## src/rtl/afrq_pkg.sv

```systemverilog
// Shared types and constants for the acked frame retransmit queue.
// Used by afrq_ram, afrq_ctrl and acked_frame_retransmit_queue; no dependencies.
package afrq_pkg;

  localparam int MAX_ENTRIES_DEF = 64;

  localparam int SEQ_W   = 32;
  localparam int LEN_W   = 24;
  localparam int CNT_O_W = 7;
  localparam int TOT_W   = 32;
  localparam int IN_DW   = 88;
  localparam int OUT_DW  = 128;

  localparam logic [LEN_W-1:0] BUDGET_RESET = 24'd262144;

  localparam logic [1:0] CMD_PUSH = 2'd0;
  localparam logic [1:0] CMD_ACK  = 2'd1;
  localparam logic [1:0] CMD_PEEK = 2'd2;

  localparam logic [1:0] ST_OK     = 2'd0;
  localparam logic [1:0] ST_EMPTY  = 2'd1;
  localparam logic [1:0] ST_BUDGET = 2'd2;
  localparam logic [1:0] ST_ZERO   = 2'd3;

  typedef struct packed {
    logic [SEQ_W-1:0] seq;
    logic [LEN_W-1:0] len;
  } entry_t;

endpackage

```

## src/rtl/afrq_ram.sv

```systemverilog
// Descriptor memory: one write port, one read port with registered read data.
// Depends on afrq_pkg for the entry type.
module afrq_ram
  import afrq_pkg::*;
#(
  parameter int DEPTH = MAX_ENTRIES_DEF,
  parameter int AW    = $clog2(MAX_ENTRIES_DEF)
) (
  input  logic          clk,
  input  logic          wr_en,
  input  logic [AW-1:0] wr_addr,
  input  entry_t        wr_data,
  input  logic [AW-1:0] rd_addr,
  output entry_t        rd_data
);

  entry_t mem [DEPTH];
  entry_t rd_data_r;

  always_ff @(posedge clk) begin
    if (wr_en) begin
      mem[wr_addr] <= wr_data;
    end
  end

  always_ff @(posedge clk) begin
    rd_data_r <= mem[rd_addr];
  end

  assign rd_data = rd_data_r;

endmodule

```

## config.mk

```make
export PLATFORM = sky130hd
export DESIGN_NAME = afrq_ram
export DESIGN_NICKNAME = d
export VERILOG_FILES = /design/src/rtl/afrq_pkg.sv /design/src/rtl/afrq_ram.sv
export SDC_FILE = /design/constraint.sdc
export NUM_CORES = 2
export LEC_CHECK = 0
export ABC_AREA = 1
export ABC_CLOCK_PERIOD_IN_PS = 13450
export BUFFER_PORTS_ARGS = -buffer_cell sky130_fd_sc_hd__buf_4
export CELL_PAD_IN_SITES_DETAIL_PLACEMENT = 2
export CELL_PAD_IN_SITES_GLOBAL_PLACEMENT = 2
export CORE_AREA = 2 2 604 606
export CTS_BUF_LIST = sky130_fd_sc_hd__clkbuf_16
export CTS_CLUSTER_SIZE = 28
export DETAILED_ROUTE_END_ITERATION = 8
export DIE_AREA = 0 0 606 608
export PLACE_DENSITY = 0.76
export SYNTH_ARGS = -nofsm -noshare
export SYNTH_HDL_FRONTEND = slang
export SYNTH_SLANG_ARGS = --single-unit
```

## constraint.sdc

```tcl
create_clock -name clk -period 13.45 [get_ports clk]
set_input_delay 0 -clock clk [delete_from_list [all_inputs] [get_ports clk]]
set_output_delay 0 -clock clk [all_outputs]
set_load 0.01 [all_outputs]
```

==> metrics.csv <==
stage,metric,value,unit
floorplan,fp.dieW,606,um
final_layout,fin_area,163000,um2
placement,port_buffers,125,
logic_synthesis,yosysWarnings,0,
flow_run,drv_cap,1,
worst_setup_path,cp-end-kind,register,
sta,finalClockSkew,0.0390,ns
power_and_ir_drop,irDropWorstVdd,0.112,mV
clock_tree,cts_tree,built,
power_and_ir_drop,leakage,57.1,nW
floorplan,die_h,608,um
route,drc,0,
logic_synthesis,syn_area,144000,um2
worst_setup_path,rr_worst_depth,12,
logic_synthesis,synthCells,11800,
sta,slew_headroom,0.000794,
logic_synthesis,syn_area_per_cell,12.2,um2
placement,gp_congestion,0.777,
sta,finalHoldViolations,0,
floorplan,design.core.area,362000,um2
global_route,track_usage,0.325,
global_route,grt_max_degree,210,
logic_synthesis,ys_seq_area_frac,0.754,
placement,pre_cts_ws,8.67,ns
route,ant_nets,0,
route,firstDrtPassIters,6,
hold_path,hold_depth,4,
global_route,grt_pass1_wl,857000,um
power_and_ir_drop,total_power,24.6,mW
route,num_vias,105000,
floorplan,row_count,221,
worst_setup_path,r2r_setup_slack,9.98,ns
worst_setup_path,worstReg2RegEnd,rd_data[45],
final_layout,area_growth,12.8,%
worst_setup_path,cp_cell_sequence,"dlygate4sd3_1, buf_16, inv_8, buf_4, buf_12, buf_4, nand2_1, nand3_1, nand3_1, nand3_1, nand3_1, nand2_1, dlygate4sd3_1, nand2_1, dlygate4sd3_1, nand2_1, dlygate4sd3_1",
hold_path,whs_endpoint,rd_data[1],
sta,fmax,161,MHz
worst_setup_path,r2r_start,mem[6][45],
worst_setup_path,crit_type,in2reg,
route,wl,610000,um
worst_setup_path,cp-start-kind,input pin,
hold_path,hp-class,in2reg,
worst_setup_path,cpMaxStageDelayCell,buf_4,
final_layout,layout-drive-gt1-share,0.0776,
clock_tree,cts_root_buffer,clkbuf_16,
placement,place_area,150000,um2
global_route,antenna_found_initial,41,
floorplan,boundaryPins,126,
sta,setup_viol_count_final,0,
clock_tree,cts_made_buffers,377,
logic_synthesis,ys_ff_latch,3640,
route,routed_via_density,6.21,
sta,worst_pin_slew,1.50,ns
worst_setup_path,cp_max_fo,163,
clock_tree,post_cts_buffers,0,
global_route,grt_pass1_vias,114000,
power_and_ir_drop,p_per_area,151,nW/um2
final_layout,fillCellCount,35600,
sta,finalSetupTns,0,ns
logic_synthesis,synth_cell_types,14,
worst_setup_path,path_delay_family,buffers and inverters,
sta,period_share,0.463,
clock_tree,clk_path_buf_depth,4,
worst_setup_path,cp_num_buf_inv,9,
hold_path,hold_start,rd_addr[5],
status,violations,capacitance limit,
clock_tree,clkSlewWorstSetupHoldPaths,0.06,ns
sta,rsz0062_at_grt,false,
worst_setup_path,max_stage_delay,0.96,ns
route,wl_per_cell,36.0,um
logic_synthesis,syn_nets,11900,
worst_setup_path,worst_ep_arrival_time,7.12,ns
clock_tree,cts.sinks,3640,
clock_tree,htreeDepth,5,
global_route,grt_overflow,0,
status,status,"complete, but fails checks",
sta,slew_viol_final,0,
floorplan,start_util,0.399,
worst_setup_path,critical_path_required,14.35,ns
sta,fin_ws,7.23,ns
sta,period_minus_slack,6.22,ns
final_layout,final_nets,11900,
sta,fin_hold_ws,0.0618,ns
clock_tree,worstSkewPairLatency,0.99,ns
floorplan,die_area,368000,um2
placement,detailed_place_hpwl,311000,um
route,drtIter0Drc,12500,
-- metal layers --
| layer | wire (um) | vias up | global-route usage |
|---|---|---|---|
| met5 | 63 | - | 0 |
| met2 | 301000 | 5853 | 0.551 |
| met1 | 221000 | 55700 | 0.394 |
| li1 | - | 42100 | - |
| met3 | 52700 | 1633 | 0.0586 |
| met4 | 36200 | 10 | 0.177 |
-- power by group --
group	total [mW]	leakage (nW)	switching, mW	internal [mW]
sequential	12.6	32.7	0.0766	12.6
combinational	1.54	18.3	1.20	0.349
clock	10.4	6.15	4.72	5.69
total	24.6	57.1	5.99	18.6
-- cells in the final DEF, fill, tap and decap left out --
cell,n
buf_16,1
clkinv_4,4
dfxtp_1,56
clkbuf_16,386
clkinvlp_4,11
nor4_2,8
dlygate4sd3_1,77
nor2_4,56
edfxtp_1,3584
inv_8,5
clkinv_2,70
diode_2,26
nand4_1,9
clkinv_1,82
buf_12,17
bufinv_16,26
inv_16,3
clkinv_8,3
buf_8,4
inv_1,104
inv_6,7
nand2_1,3956
buf_4,339
nand3_1,3321
inv_4,1
-- per-stage QoR --
stage / util / instances
final: 0.450 / 17000
after global routing: 0.450 / 16900
after CTS: 0.450 / 16900
after detailed placement: 0.415 / 16200
after global placement: 0.415 / 16200
after floorplan: - / 11800
-- cell type report --
class / count / area, um2 / share of cell area
flip-flops and latches: 3640 / 109000 / 0.669
multi-input cells: 7350 / 32300 / 0.198
clock buffers: 386 / 9660 / 0.0594
well taps: 4794 / 6000 / 0.0369
repair buffers: 438 / 3740 / 0.0230
clock inverters: 304 / 2090 / 0.0129
inverters: 12 / 85.1 / 0.000523
diodes: 26 / 65.1 / 0.000400
-- sequential cells by signal, indices dropped and copies added, names as in the netlist --
register / cells
rd_data: 56
mem: 3584
-- logic make-up after synthesis --
family	share of synthesized area
buf+inv	0.0251
flops	0.754
simple gates	0.221
-- synth_stat cells --
| master | instances | area, um2 |
|---|---|---|
| nor2_1 | 56 | 210 |
| inv_2 | 4 | 15.0 |
| nand4_1 | 9 | 56.3 |
| buf_1 | 83 | 312 |
| buf_4 | 15 | 113 |
| buf_2 | 453 | 2270 |
| clkbuf_1 | 233 | 875 |
| inv_1 | 8 | 30.0 |
| edfxtp_1 | 3584 | 108000 |
| nand3_1 | 3321 | 16600 |
| dfxtp_1 | 56 | 1120 |
| nand2_1 | 3956 | 14800 |
| nor4_1 | 8 | 50.1 |
| buf_6 | 1 | 11.3 |
-- worst reg2reg max path: stages (launching register included) --
cell	delay [ns]
edfxtp_1	0.38
nand2_1	0.09
nand3_1	0.09
nand3_1	0.12
dlygate4sd3_1	0.57
nand3_1	0.08
dlygate4sd3_1	0.59
nand3_1	0.08
dlygate4sd3_1	0.59
nand2_1	0.05
dlygate4sd3_1	0.55
nand2_1	0.06
nand2_1	0.09
-- worst max-delay path by stage --
| stage | depth (start not counted) | slack, ns | endpoint | from |
|---|---|---|---|---|
| after CTS | 17 | 7.58 | rd_data[15] | rd_addr[0] |
| after detailed placement | 13 | 8.67 | rd_data[21] | rd_addr[0] |
| after global placement | 12 | 8.85 | rd_data[51] | rd_addr[1] |
| final | 17 | 7.23 | rd_data[15] | rd_addr[0] |
| after floorplan | 3 | 6.96 | mem[48][0] | wr_en |
| after global routing | 17 | 7.05 | rd_data[15] | rd_addr[0] |
-- repair_timing --
item                                   in CTS  in global routing
gates resized for setup                     0                  0
endpoints found under the hold margin    3942                  0
hold buffers                               77                  0
(Power assumes the default switching activity.)
