===== src/rtl/afrq_pkg.sv =====
// Shared types and constants for the acked frame retransmit queue.
// Used by afrq_ram, afrq_ctrl and acked_frame_retransmit_queue; no dependencies.
package afrq_pkg;

  localparam int MAX_ENTRIES_DEF = 64;

  localparam int SEQ_W   = 32;
  localparam int LEN_W   = 24;
  localparam int CNT_O_W = 7;
  localparam int TOT_W   = 32;
  localparam int IN_DW   = 88;
  localparam int OUT_DW  = 128;

  localparam logic [LEN_W-1:0] BUDGET_RESET = 24'd262144;

  localparam logic [1:0] CMD_PUSH = 2'd0;
  localparam logic [1:0] CMD_ACK  = 2'd1;
  localparam logic [1:0] CMD_PEEK = 2'd2;

  localparam logic [1:0] ST_OK     = 2'd0;
  localparam logic [1:0] ST_EMPTY  = 2'd1;
  localparam logic [1:0] ST_BUDGET = 2'd2;
  localparam logic [1:0] ST_ZERO   = 2'd3;

  typedef struct packed {
    logic [SEQ_W-1:0] seq;
    logic [LEN_W-1:0] len;
  } entry_t;

endpackage


===== src/rtl/afrq_ctrl.sv =====
// Queue sequencer: head/count/byte bookkeeping, eviction and ack walks,
// result register. Depends on afrq_pkg; drives the afrq_ram ports.
module afrq_ctrl
  import afrq_pkg::*;
#(
  parameter int MAX_ENTRIES = MAX_ENTRIES_DEF,
  parameter int AW          = $clog2(MAX_ENTRIES_DEF)
) (
  input  logic              clk,
  input  logic              rst_n,
  input  logic              in_tvalid,
  output logic              in_tready,
  input  logic [IN_DW-1:0]  in_tdata,
  input  logic [1:0]        in_tuser,
  output logic              out_tvalid,
  input  logic              out_tready,
  output logic [OUT_DW-1:0] out_tdata,
  input  logic [LEN_W-1:0]  budget,
  output logic              wr_en,
  output logic [AW-1:0]     wr_addr,
  output entry_t            wr_data,
  output logic [AW-1:0]     rd_addr,
  input  entry_t            rd_data
);

  localparam int CW = $clog2(MAX_ENTRIES + 1);
  localparam int SW = CW + 1;

  localparam logic [1:0] S_IDLE = 2'd0;
  localparam logic [1:0] S_EXEC = 2'd1;
  localparam logic [1:0] S_DONE = 2'd2;

  logic [1:0]        state_r, state_nxt;
  logic [AW-1:0]     head_r, head_nxt;
  logic [CW-1:0]     count_r, count_nxt;
  logic [LEN_W-1:0]  bytes_r, bytes_nxt;
  logic [TOT_W-1:0]  total_r, total_nxt;
  logic [CW-1:0]     drops_r, drops_nxt;
  logic [1:0]        status_r, status_nxt;
  logic              fwd_r, fwd_nxt;
  logic              out_valid_r, out_valid_nxt;
  logic [OUT_DW-1:0] out_data_r, out_data_nxt;
  entry_t            wdata_r;

  logic [1:0]        cmd_r;
  logic [SEQ_W-1:0]  seq_r;
  logic [LEN_W-1:0]  len_r;
  logic [SEQ_W-1:0]  ack_r;

  logic [AW-1:0]     head_inc;
  logic [SW-1:0]     tail_sum;
  logic [AW-1:0]     tail_slot;
  logic              need_evict;
  logic              ack_hit;
  logic              out_free;
  logic              finish;
  logic              load_out;
  entry_t            hd_raw;
  entry_t            hd;

  assign head_inc  = (head_r == AW'(MAX_ENTRIES - 1)) ? '0 : head_r + 1'b1;
  assign tail_sum  = SW'(head_r) + SW'(count_r);
  assign tail_slot = (tail_sum >= SW'(MAX_ENTRIES)) ? AW'(tail_sum - SW'(MAX_ENTRIES))
                                                    : AW'(tail_sum);
  assign need_evict = (count_r >= CW'(MAX_ENTRIES)) ||
                      ((25'(bytes_r) + 25'(len_r)) > 25'(budget));
  assign ack_hit  = (count_r != '0) && (rd_data.seq <= ack_r);
  assign out_free = !out_valid_r || out_tready;

  // The registered read of the freshly written head slot is not yet valid: forward it.
  assign hd_raw = (state_r == S_DONE && fwd_r) ? wdata_r : rd_data;
  assign hd     = (count_r == '0) ? '0 : hd_raw;

  assign in_tready = (state_r == S_IDLE);
  assign rd_addr   = head_nxt;
  assign wr_addr   = tail_slot;
  assign wr_data   = '{seq: seq_r, len: len_r};

  always_comb begin
    state_nxt  = state_r;
    head_nxt   = head_r;
    count_nxt  = count_r;
    bytes_nxt  = bytes_r;
    total_nxt  = total_r;
    drops_nxt  = drops_r;
    status_nxt = status_r;
    fwd_nxt    = fwd_r;
    wr_en      = 1'b0;
    finish     = 1'b0;
    load_out   = 1'b0;
    case (state_r)
      S_IDLE: begin
        if (in_tvalid) begin
          drops_nxt  = '0;
          fwd_nxt    = 1'b0;
          status_nxt = ST_OK;
          state_nxt  = S_EXEC;
        end
      end
      S_EXEC: begin
        case (cmd_r)
          CMD_PUSH: begin
            if (len_r == '0) begin
              status_nxt = ST_ZERO;
              finish     = 1'b1;
            end else if (len_r > budget) begin
              status_nxt = ST_BUDGET;
              finish     = 1'b1;
            end else if (need_evict) begin
              // drop the oldest entry and try again next cycle
              head_nxt  = head_inc;
              count_nxt = count_r - 1'b1;
              bytes_nxt = bytes_r - rd_data.len;
              drops_nxt = drops_r + 1'b1;
              total_nxt = total_r + 1'b1;
            end else begin
              wr_en      = 1'b1;
              count_nxt  = count_r + 1'b1;
              bytes_nxt  = bytes_r + len_r;
              fwd_nxt    = (count_r == '0);
              status_nxt = ST_OK;
              state_nxt  = S_DONE;
            end
          end
          CMD_ACK: begin
            if (ack_hit) begin
              head_nxt  = head_inc;
              count_nxt = count_r - 1'b1;
              bytes_nxt = bytes_r - rd_data.len;
            end else begin
              status_nxt = ST_OK;
              finish     = 1'b1;
            end
          end
          CMD_PEEK: begin
            status_nxt = (count_r == '0) ? ST_EMPTY : ST_OK;
            finish     = 1'b1;
          end
          default: begin
            status_nxt = ST_OK;
            finish     = 1'b1;
          end
        endcase
        if (finish) begin
          if (out_free) begin
            load_out  = 1'b1;
            state_nxt = S_IDLE;
          end else begin
            state_nxt = S_DONE;
          end
        end
      end
      S_DONE: begin
        if (out_free) begin
          load_out  = 1'b1;
          fwd_nxt   = 1'b0;
          state_nxt = S_IDLE;
        end
      end
      default: begin
        state_nxt = S_IDLE;
      end
    endcase
  end

  always_comb begin
    out_data_nxt  = {total_r, CNT_O_W'(drops_r), bytes_r, CNT_O_W'(count_r),
                     hd.len, hd.seq, status_nxt};
    out_valid_nxt = out_valid_r;
    if (load_out) begin
      out_valid_nxt = 1'b1;
    end else if (out_tready) begin
      out_valid_nxt = 1'b0;
    end
  end

  always_ff @(posedge clk) begin
    if (!rst_n) begin
      state_r     <= S_IDLE;
      head_r      <= '0;
      count_r     <= '0;
      bytes_r     <= '0;
      total_r     <= '0;
      drops_r     <= '0;
      status_r    <= ST_OK;
      fwd_r       <= 1'b0;
      out_valid_r <= 1'b0;
    end else begin
      state_r     <= state_nxt;
      head_r      <= head_nxt;
      count_r     <= count_nxt;
      bytes_r     <= bytes_nxt;
      total_r     <= total_nxt;
      drops_r     <= drops_nxt;
      status_r    <= status_nxt;
      fwd_r       <= fwd_nxt;
      out_valid_r <= out_valid_nxt;
    end
  end

  always_ff @(posedge clk) begin
    if (in_tvalid && in_tready) begin
      cmd_r <= in_tuser;
      seq_r <= in_tdata[31:0];
      len_r <= in_tdata[55:32];
      ack_r <= in_tdata[87:56];
    end
    if (wr_en) begin
      wdata_r <= wr_data;
    end
    if (load_out) begin
      out_data_r <= out_data_nxt;
    end
  end

  assign out_tvalid = out_valid_r;
  assign out_tdata  = out_data_r;

  a_count_bound: assert property (@(posedge clk) disable iff (!rst_n)
    count_r <= CW'(MAX_ENTRIES))
    else $error("entry count above capacity");

  a_empty_no_bytes: assert property (@(posedge clk) disable iff (!rst_n)
    count_r == '0 |-> bytes_r == '0)
    else $error("bytes held with no entries");

  a_fwd_single: assert property (@(posedge clk) disable iff (!rst_n)
    fwd_r |-> count_r == CW'(1))
    else $error("head forward set with other than one entry");

  a_evict_counts: assert property (@(posedge clk) disable iff (!rst_n)
    (state_r == S_EXEC && cmd_r == CMD_PUSH && len_r != '0 && len_r <= budget &&
     need_evict) |=> total_r == $past(total_r) + 1'b1)
    else $error("eviction not counted");

endmodule


===== config.mk =====
export PLATFORM = sky130hd
export DESIGN_NAME = afrq_ctrl
export DESIGN_NICKNAME = d
export VERILOG_FILES = /design/src/rtl/afrq_pkg.sv /design/src/rtl/afrq_ctrl.sv
export SDC_FILE = /design/constraint.sdc
export NUM_CORES = 1
export LEC_CHECK = 0
export ABC_AREA = 1
export BUFFER_PORTS_ARGS = -buffer_cell sky130_fd_sc_hd__buf_4
export CORE_AREA = 2 2 324 166
export CTS_BUF_LIST = sky130_fd_sc_hd__clkbuf_8
export CTS_CLUSTER_SIZE = 10
export DETAILED_ROUTE_END_ITERATION = 8
export DIE_AREA = 0 0 326 168
export GPL_ROUTABILITY_DRIVEN = 0
export PLACE_DENSITY = 0.63
export SLEW_MARGIN = 25
export SYNTH_ARGS = -nofsm -noshare
export SYNTH_HDL_FRONTEND = slang
export SYNTH_SLANG_ARGS = --single-unit

===== constraint.sdc =====
create_clock -name clk -period 12.9 [get_ports clk]
set_input_delay 2.58 -clock clk [delete_from_list [all_inputs] [get_ports clk]]
set_output_delay 2.58 -clock clk [all_outputs]
set_load 0.03 [all_outputs]

==> results.cfg <==
[grt]
grt_pass1_vias = 14900
antenna_found_initial = 5
grtUsageTotal_pct = 21.5
grt_overflow_total = 0
grt_pass1_wl_um = 90000
grt_start_max_net_pins = 77

[worst_setup_path]
critPathArrivalTime_ns = 5.75
critical_path_required_ns = 10.32
crit_type = reg -> out
critPathLaunchType = register
cpPeakStageDelay_ns = 0.74
endpoint_kind = primary output
crit_path_top_delay_cell = buf_4
crit_top_cell = nand2_1
cp_max_fo = 57
reg2reg_slack_ns = 7.21

[detailed_routing]
wl_per_cell_um = 19.1
routed_wl_um = 59800
drc_errors = 0
drtIter0Drc = 1317
vias = 15600
drtPass1Iterations = 5
antenna_left = 0
vias_per_cell = 4.98

[finish]
regArea_mm2 = 0.00987
fillers = 5022
multi_input_area_mm2 = 0.00779
nets = 2687
drive_gt1_share_pct = 22.4
fin_util_pct = 45.0
syn_to_final_growth_pct = 24.4

[yosys]
synth.cell_area_mm2 = 0.0190
synth_seq_area_share_pct = 52.0
yosys.area.top_type = edfxtp_1
avgSynthCellArea_um2 = 9.63
synthFlopType = edfxtp_1
synth.area.top_cells = edfxtp_1, ha_1, dfxtp_1
netlist_instances = 1969
synth_top_area_share_pct = 43.4
synth_cell_types = 53
synth-seq-cells = 356
async_flop_share_pct = 0
synth_edf_count = 274
yosys_warnings = 0
syn_nets = 2288

[timing]
timing.fmax_ghz = 0.120
relSlewSlack_pct = 35.6
worst_slew_pin_slew_ns = 0.967
setup_viol = 0
fin_tns_setup_ns = 0
skew_ns = 0.0219
final_hold_viol_count = 0
layout_min_cycle_time_ns = 8.33
grt_setup_unrepaired = false
finalCritPeriodShare_pct = 64.6
maxSlewViolCount = 0

[clock_network]
cts_resized = 0
root_buffer = clkbuf_8
cts_hold_buf = 0
cts_tree = yes
path_clk_slew_ns = 0.06
cts.path.max_buffers = 3
clock_latency_ns = 0.64
cts_max_level = 2
cts_buffers = 55
cts_sinks = 356
post-cts-setup-buffers = 0

[floorplan]
fp-row-count = 60
core-area_mm2 = 0.0525
io_pins = 373
start_util_pct = 36.1
die_h_um = 168
die-width_um = 326
die_area_mm2 = 0.0548

[worst_hold_path]
hold_class = reg -> reg

[job]
max_cap_violations = 0

[pwr]
p_per_area_mw_per_mm2 = 187
ir_worst_vdd_mv = 0.126
p_leak_nw = 10.8

[status]
status = completed

[place]
hpwl_um = 45300
port_buffers = 372
cells in the mapped netlist, types with 4 or more instances:
library cell,number
nand2_1,422
inv_1,286
edfxtp_1,274
a21oi_1,171
ha_1,142
nor2_1,121
dfxtp_1,82
o21ai_0,62
xor2_1,62
mux2_2,56
nand3_1,55
nor3_1,36
nand4_1,24
o21ai_1,23
clkbuf_1,16
xnor2_1,16
nor4_1,14
o21bai_1,9
a21o_1,8
a31oi_1,7
buf_2,7
buf_6,6
buf_1,5
buf_4,5
inv_2,5
nor3_2,4
o21a_1,4
logic make-up after synthesis:
logic type               Yosys count  share of synthesized area (%)
adder cells (fa/ha/maj)          145                           9.69
AO/OA/AOI/OAI                    302                           8.60
AND/OR/NAND/NOR                  699                           15.7
flip-flops                       356                           52.0
XOR/XNOR                          79                           3.69
multiplexers                      56                           3.33
buffers and inverters            332                           6.95
flip-flops by register name (all words and copies together), names as in the netlist, 6 cells and up:
register and count:
total_r 32, drops_r 7, seq_r 32, bytes_r 24, head_r 6, out_tdata 128
len_r 24, count_r 7, ack_r 32, wdata_r 56
critical path: cells and delay by family, from the launching register on:
kind,cells,cell delay [ns]
simple gates,18,1.96
buf+inv,5,1.36
fa+ha+maj,3,1.08
flops,1,0.52
xor+xnor,1,0.13
power by group:
group          switching (W)  total (W)  internal, W
Clock               0.000467   0.000931     0.000464
Sequential          0.000143    0.00168      0.00153
Combinational        0.00123    0.00180     0.000567
Total                0.00184    0.00440      0.00256
layout by cell type, fill, tap and decap left out, drive strengths merged, types with 16 or more instances in the layout:
cell type and n:
nand2 426, buf 381, inv 308, edfxtp 274, a21oi 173, ha 142
nor2 122, o21ai 86, dfxtp 82, xor2 63, nand3 60, clkbuf 59
mux2 56, nor3 40, nand4 24, clkinv 23, xnor2 16
layer usage:
metal	share of wire, %	track usage (%)
met3	9.2	4.93
met4	2.4	6.21
met2	42	30.8
met5	0	0
met1	47	32.1
cell type report:
type | instances | share of cell area (%)
antenna | 6 | 0.0636
clock buffer | 59 | 3.44
clock inverter | 41 | 1.01
inverter | 293 | 4.67
multi-input combinational | 1281 | 33.0
sequential | 356 | 41.8
tap | 713 | 3.78
timing repair buffer | 381 | 12.2
per-stage QoR:
stage                     instances  area (um2)  worst slack, ns  hold slack, ns  power, W
after CTS                      3124       23600             4.51           0.453   0.00443
after detailed placement       3024       22500             4.63           0.436   0.00348
final                          3130       23600             4.57           0.451   0.00440
after global routing           3129       23600             4.20           0.466   0.00468
after floorplan                1969       19000             2.23           0.408   0.00285
after global placement         3023       22500             4.78           0.433   0.00343
final timing paths:
| check | from | cells after the start | to |
|---|---|---|---|
| setup / recovery | len_r[0]$_DFFE_PP_ | 27 | wr_en |
| hold / removal | seq_r[0]$_DFFE_PP_ | 0 | wdata_r[24]$_DFFE_PP_ |
| setup reg to reg | len_r[0]$_DFFE_PP_ | 30 | total_r[9]$_SDFFE_PN0P_ |
| hold reg to reg | seq_r[0]$_DFFE_PP_ | 0 | wdata_r[24]$_DFFE_PP_ |
Power figures use the tool's default switching activity.
